$ cat src/rtl/rso_pkg.sv
// Package for the rotation sine oscillator.
// Holds configuration codes, payload structs and output limits; no dependencies.
package rso_pkg;

  localparam int unsigned CfgDataBits = 32;
  localparam int unsigned PhasorBits  = 32;
  localparam int unsigned SampleBits  = 16;
  localparam int unsigned ProdBits    = 2 * PhasorBits;
  localparam int unsigned AmpProdBits = PhasorBits + SampleBits;

  typedef enum logic [1:0] {
    REG_ROTATION_COS    = 2'd0,
    REG_ROTATION_SIN    = 2'd1,
    REG_AMPLITUDE_SCALE = 2'd2,
    REG_SAMPLE_COUNT    = 2'd3
  } cfg_reg_e;

  typedef struct packed {
    logic signed [PhasorBits-1:0] rot_cos;
    logic signed [PhasorBits-1:0] rot_sin;
    logic signed [SampleBits-1:0] amp;
  } rot_cfg_t;

  typedef struct packed {
    logic signed [PhasorBits-1:0] re;
    logic signed [PhasorBits-1:0] im;
  } phasor_t;

  typedef struct packed {
    logic signed [SampleBits-1:0] sample;
    logic                         last_of_burst;
  } res_t;

  localparam logic signed [AmpProdBits-1:0] SampleMax = AmpProdBits'(32767);
  localparam logic signed [AmpProdBits-1:0] SampleMin = -AmpProdBits'(32768);

endpackage

$ cat src/rtl/rso_cfg_regs.sv
// Configuration register file of the rotation sine oscillator.
// Depends on rso_pkg.
module rso_cfg_regs #(
  parameter int unsigned COUNT_BITS = 24,
  parameter int unsigned FRAC_BITS  = 30
) (
  input  logic                          clk_i,
  input  logic                          rst_ni,
  input  logic                          wr_en_i,
  input  rso_pkg::cfg_reg_e             wr_index_i,
  input  logic [rso_pkg::CfgDataBits-1:0] wr_data_i,
  output rso_pkg::rot_cfg_t             rot_cfg_o,
  output logic [COUNT_BITS-1:0]         count_o
);
  import rso_pkg::*;

  localparam logic signed [PhasorBits-1:0] One = PhasorBits'(1) << FRAC_BITS;

  rot_cfg_t              rot_cfg_q;
  logic [COUNT_BITS-1:0] count_q;

  always_ff @(posedge clk_i or negedge rst_ni) begin
    if (!rst_ni) begin
      rot_cfg_q.rot_cos <= One;
      rot_cfg_q.rot_sin <= '0;
      rot_cfg_q.amp     <= SampleBits'(32767);
      count_q           <= '0;
    end else if (wr_en_i) begin
      unique case (wr_index_i)
        REG_ROTATION_COS:    rot_cfg_q.rot_cos <= wr_data_i[PhasorBits-1:0];
        REG_ROTATION_SIN:    rot_cfg_q.rot_sin <= wr_data_i[PhasorBits-1:0];
        REG_AMPLITUDE_SCALE: rot_cfg_q.amp     <= wr_data_i[SampleBits-1:0];
        REG_SAMPLE_COUNT:    count_q           <= wr_data_i[COUNT_BITS-1:0];
      endcase
    end
  end

  assign rot_cfg_o = rot_cfg_q;
  assign count_o   = count_q;

endmodule

$ cat config.mk
export PLATFORM = sky130hd
export DESIGN_NAME = rso_cfg_regs
export DESIGN_NICKNAME = d
export VERILOG_FILES = /design/src/rtl/rso_pkg.sv /design/src/rtl/rso_cfg_regs.sv
export SDC_FILE = /design/constraint.sdc
export NUM_CORES = 1
export LEC_CHECK = 0
export ABC_AREA = 1
export BUFFER_PORTS_ARGS = -buffer_cell sky130_fd_sc_hd__buf_4
export CAP_MARGIN = 20
export CORE_UTILIZATION = 51
export DETAILED_ROUTE_END_ITERATION = 7
export PLACE_DENSITY = 0.8
export RECOVER_POWER = 100
export SYNTH_ARGS = -nofsm -noshare
export SYNTH_HDL_FRONTEND = slang
export SYNTH_SLANG_ARGS = --single-unit
$ cat constraint.sdc
create_clock -name clk_i -period 0.9 [get_ports clk_i]
set_input_delay 0 -clock clk_i [delete_from_list [all_inputs] [get_ports clk_i]]
set_output_delay 0 -clock clk_i [all_outputs]
set_load 0.1 [all_outputs]
# [Word-level counts from Yosys, hierarchy flattened]
# Index checks and enable logic that the tools add are counted.
[word_totals] ff_bits=104 wordCells=12 input_bits=37 out_inout_bits=104
[classes] eq_ne=3 reduce_logical=5
[ops] cell="AND reduction 2 bit" count=4
[ops] cell="equality test 2 bit, second input constant" count=2
[ops] cell="equality test 2 x 1 -> 1 bit, second input constant" count=1
[ops] cell="logical NOT 2 bit" count=1

# [Depth between registers and ports, before layout]
[depth] word_depth=2 mapped_depth=6 ltp_nobuf=4

# [Worst setup path after synthesis]
# No wires, ideal clock.
[synth_path] kind="flip-flop to flip-flop" startpoint="register count_o[0] (netlist name)" endpoint="register count_q[0], in the netlist count_o[0]" required_ns=0.832 synth_period_minus_slack_ns=1.156 setup_ns=0.068 n_path_buf=0 path_stages_with_launch=3 arrival_ns=1.088 path_slack_ns=-0.256 cell_sequence="dfrtp_1 > nand2_1 > nand2_1"
[synth_rtl] element="end signal: assignment" line_no="rso_cfg_regs.sv:33" text="REG_SAMPLE_COUNT: count_q <= wr_data_i[COUNT_BITS-1:0];"
[synth_rtl] element="end: declaration" line_no="rso_cfg_regs.sv:20" text="logic [COUNT_BITS-1:0] count_q;"

# [Final worst setup path]
[layout_path] startpoint="register rot_cfg_q, in the netlist rot_cfg_o[11]" endpoint="output rot_cfg_o[11] (netlist name)"
[layout_rtl] element="start: declaration" line_no="rso_cfg_regs.sv:19" text="rot_cfg_t rot_cfg_q;"
[layout_rtl] element="end: declaration" line_no="rso_cfg_regs.sv:12" text="output rso_pkg::rot_cfg_t rot_cfg_o,"
# No word-level cell between the ends.

==> impl_metrics.ini <==
[status]
outcome = finished, violations left
violations = setup timing

[routing]
drc = 0
drtIter0Drc = 400
drt-pass1-iter-count = 7
vias_per_cell = 6.20
wl_per_cell_um = 23.7
drtAntennaViolNets = 0
wirelength_mm = 18.0
routed-via-count = 4711

[yosys]
synth_area_sq_um = 4420
ys_ff_latch = 104
syn_nets = 500
yosysUniqueCellTypes = 15
syn_area_per_cell_sq_um = 9.54
ys_warn_count = 0
yosysSeqAreaShare = 0.594
postSynthCellCount = 463

[pwr]
swShare = 0.478
leakagePower_nw = 3.64
p_per_area_nw_per_um2 = 2660
p_int_mw = 10.6
power_frac_comb = 0.530
p_clk_frac = 0.145
power_frac_seq = 0.326
p_sw_mw = 9.76
power_mw = 20.4
vdd_ir_drop_max_v = 0.00150

[timing]
min_period_over_period = 1.34
finalHoldViolCount = 0
relSlewSlack = 0.741
rsz0062_at_grt = yes
maxSlewViolCount = 0
worst_pin_slew_ns = 0.388
fmax_ghz = 0.831
fin_skew_ns = 0
finalCriticalPeriod_ns = 1.20
setup_viol = 112
setup_ws_ns = -0.304

[clock_tree]
cts-root-buf = clkbuf_8
clock_latency_ns = 0.37
cts_made_buffers = 9
cts_buffer_depth = 2
cts_htree_levels = 3
clkSlewWorstSetupHoldPaths_ns = 0.10
clock-sinks = 104
cts_tree = built

[placement]
hpwl_mm = 8.44
gp_congestion = 0.829
io_buffer_count = 140
place_inst = 689

[cells_and_area]
num_antenna_cells = 0
drive_gt1_frac = 0.467
fillers = 272
seqCellArea_sq_um = 2790
multi_input_area_sq_um = 1470
final_cells = 760
area_growth_pct = 73.5
nNetsFinal = 688

[setup_path]
crit_chain = buf_12
slowest_delay_ns = 0.65
critPathMaxFanout = 2
rrSetupSlack_ns = -0.02
crit_path_top_delay_cell = dfstp_4
r2r-end = count_o[6]$_DFFE_PN0P_
critPathArrivalTime_ns = 1.20
critPathCaptureType = primary output
path_buf_inv = 1
critPathKind = register to primary output
rr_worst_depth = 4
r2r-start = count_o[6]$_DFFE_PN0P_
required_ns = 0.90
crit_family = flip-flops
crit_path_start_kind = register

[worst_hold_path]
worstHoldPathType = primary input to register
holdPathStages = 4
hold_end = rot_cfg_o[10]$_DFFE_PN1P_
holdCritStartpoint = wr_index_i[0]

[die]
die_w_um = 95.0
coreArea_sq_um = 8300
rows = 33
die_h_um = 95.0
start_util = 0.532
die_area_sq_um = 9030
ioPinCount = 141

[global_routing]
grt_first_pass_wirelength_mm = 24.5
gr-total-overflow = 0
grt_max_degree = 46
grt_use_total = 0.370
grt_pass1_vias = 4499
antenna_found_initial = 0

[flow_run]
drv_cap = 0
[worst min-delay path, cell delays in order]
cell     delay, ns
buf_4         0.19
inv_4         0.12
nand4_1       0.08
nand2_1       0.05
[through the flow]
stage	setup TNS, ns	instance area, sq um	hold slack [ns]	utilization	setup WS (ns)
after detailed placement	0	5700	-0.121	0.687	0.0184
after global placement	0	5700	-0.123	0.687	0.0293
after global routing	-15.49	7660	0.104	0.923	-0.309
after floorplan	-0.973	4590	-0.296	-	-0.0609
after CTS	-11.21	7380	0.0429	0.889	-0.285
final	-12.34	7660	0.0811	0.923	-0.304
[cell usage in the layout (no fill, tap or decap), types with 10 or more instances in the layout]
cell type        n
buf_12         105
buf_4           51
clkbuf_4        15
clkbuf_8        10
dfrtp_2         86
dfstp_4         16
dlygate4sd3_1   35
nand2_1        206
nand3_1         32
nand4_1         72
[flip-flops by register name, summed over array words and instances (netlist names)]
| register | cells |
|---|---|
| count_o | 24 |
| rot_cfg_o | 80 |
[power by group through the flow]
| stage | Clock [mW] | Sequential, mW | Combinational, mW |
|---|---|---|---|
| final | 2.95 | 6.65 | 10.8 |
| after global routing | 3.10 | 6.69 | 11.1 |
| after CTS | 2.90 | 6.49 | 10.1 |
| after detailed placement | 0 | 6.22 | 8.30 |
| after global placement | 0 | 6.19 | 8.22 |
| after floorplan | 0 | 11.7 | 0.910 |
[cells in the mapped netlist]
| cell type | count | area (sq um) |
|---|---|---|
| nand2_1 | 208 | 781 |
| dfrtp_1 | 88 | 2200 |
| nand4_1 | 72 | 450 |
| nand3_1 | 32 | 160 |
| dfstp_2 | 16 | 420 |
| buf_2 | 15 | 75.1 |
| buf_6 | 14 | 158 |
| buf_4 | 10 | 75.1 |
| nand3_2 | 2 | 20.0 |
| buf_8 | 1 | 15.0 |
| inv_2 | 1 | 3.75 |
| inv_4 | 1 | 6.26 |
| nand2_4 | 1 | 11.3 |
| nand3_4 | 1 | 17.5 |
| nor2_8 | 1 | 20.0 |
[worst max path at each step]
stage	startpoint	endpoint	slack, ns	cells after the start
6_report	rot_cfg_o[11]$_DFFE_PN1P_	rot_cfg_o[11]	-0.30	1
5_1_grt	rot_cfg_o[4]$_DFFE_PN1P_	rot_cfg_o[4]	-0.31	1
4_1_cts	rot_cfg_o[78]$_DFFE_PN1P_	rot_cfg_o[78]	-0.29	1
3_5_place_dp	wr_index_i[1]	rot_cfg_o[52]$_DFFE_PN0P_	0.02	5
3_3_place_gp	rot_cfg_o[3]$_DFFE_PN1P_	rot_cfg_o[3]	0.03	1
2_1_floorplan	rot_cfg_o[10]$_DFFE_PN1P_	rot_cfg_o[10]$_DFFE_PN1P_	-0.06	2
[cell families after synthesis]
family        count (synthesis)  share of synthesized area
simple gates                317                      0.331
flops                       104                      0.594
buf+inv                      42                     0.0754
[layer usage]
| layer | track usage | up-vias | share of wire |
|---|---|---|---|
| met4 | 0.184 | 0 | 0.055 |
| met3 | 0.0734 | 94 | 0.092 |
| met2 | 0.625 | 395 | 0.52 |
| met1 | 0.452 | 2309 | 0.34 |
| met5 | 0 | - | 0 |
| li1 | - | 1913 | - |
[area by class of cell]
type                    count  area share
clock inverters             3     0.00294
multi-input cells         317       0.191
well taps                 105      0.0171
inverters                   2     0.00131
flip-flops and latches    104       0.364
clock buffers              12      0.0232
repair buffers            217       0.400
[repair_timing]
| item | 4_1_cts | 5_1_grt |
|---|---|---|
| endpoints found under the setup margin | 104 | 104 |
| endpoints found under the hold margin | 207 | 0 |
| gates cloned | 0 | 0 |
| gates resized for setup | 254 | 59 |
| buffers inserted | 11 | 10 |
| hold buffers | 35 | 0 |
| pin swaps | 0 | 2 |
No activity file was read; power rests on OpenSTA's default activity.
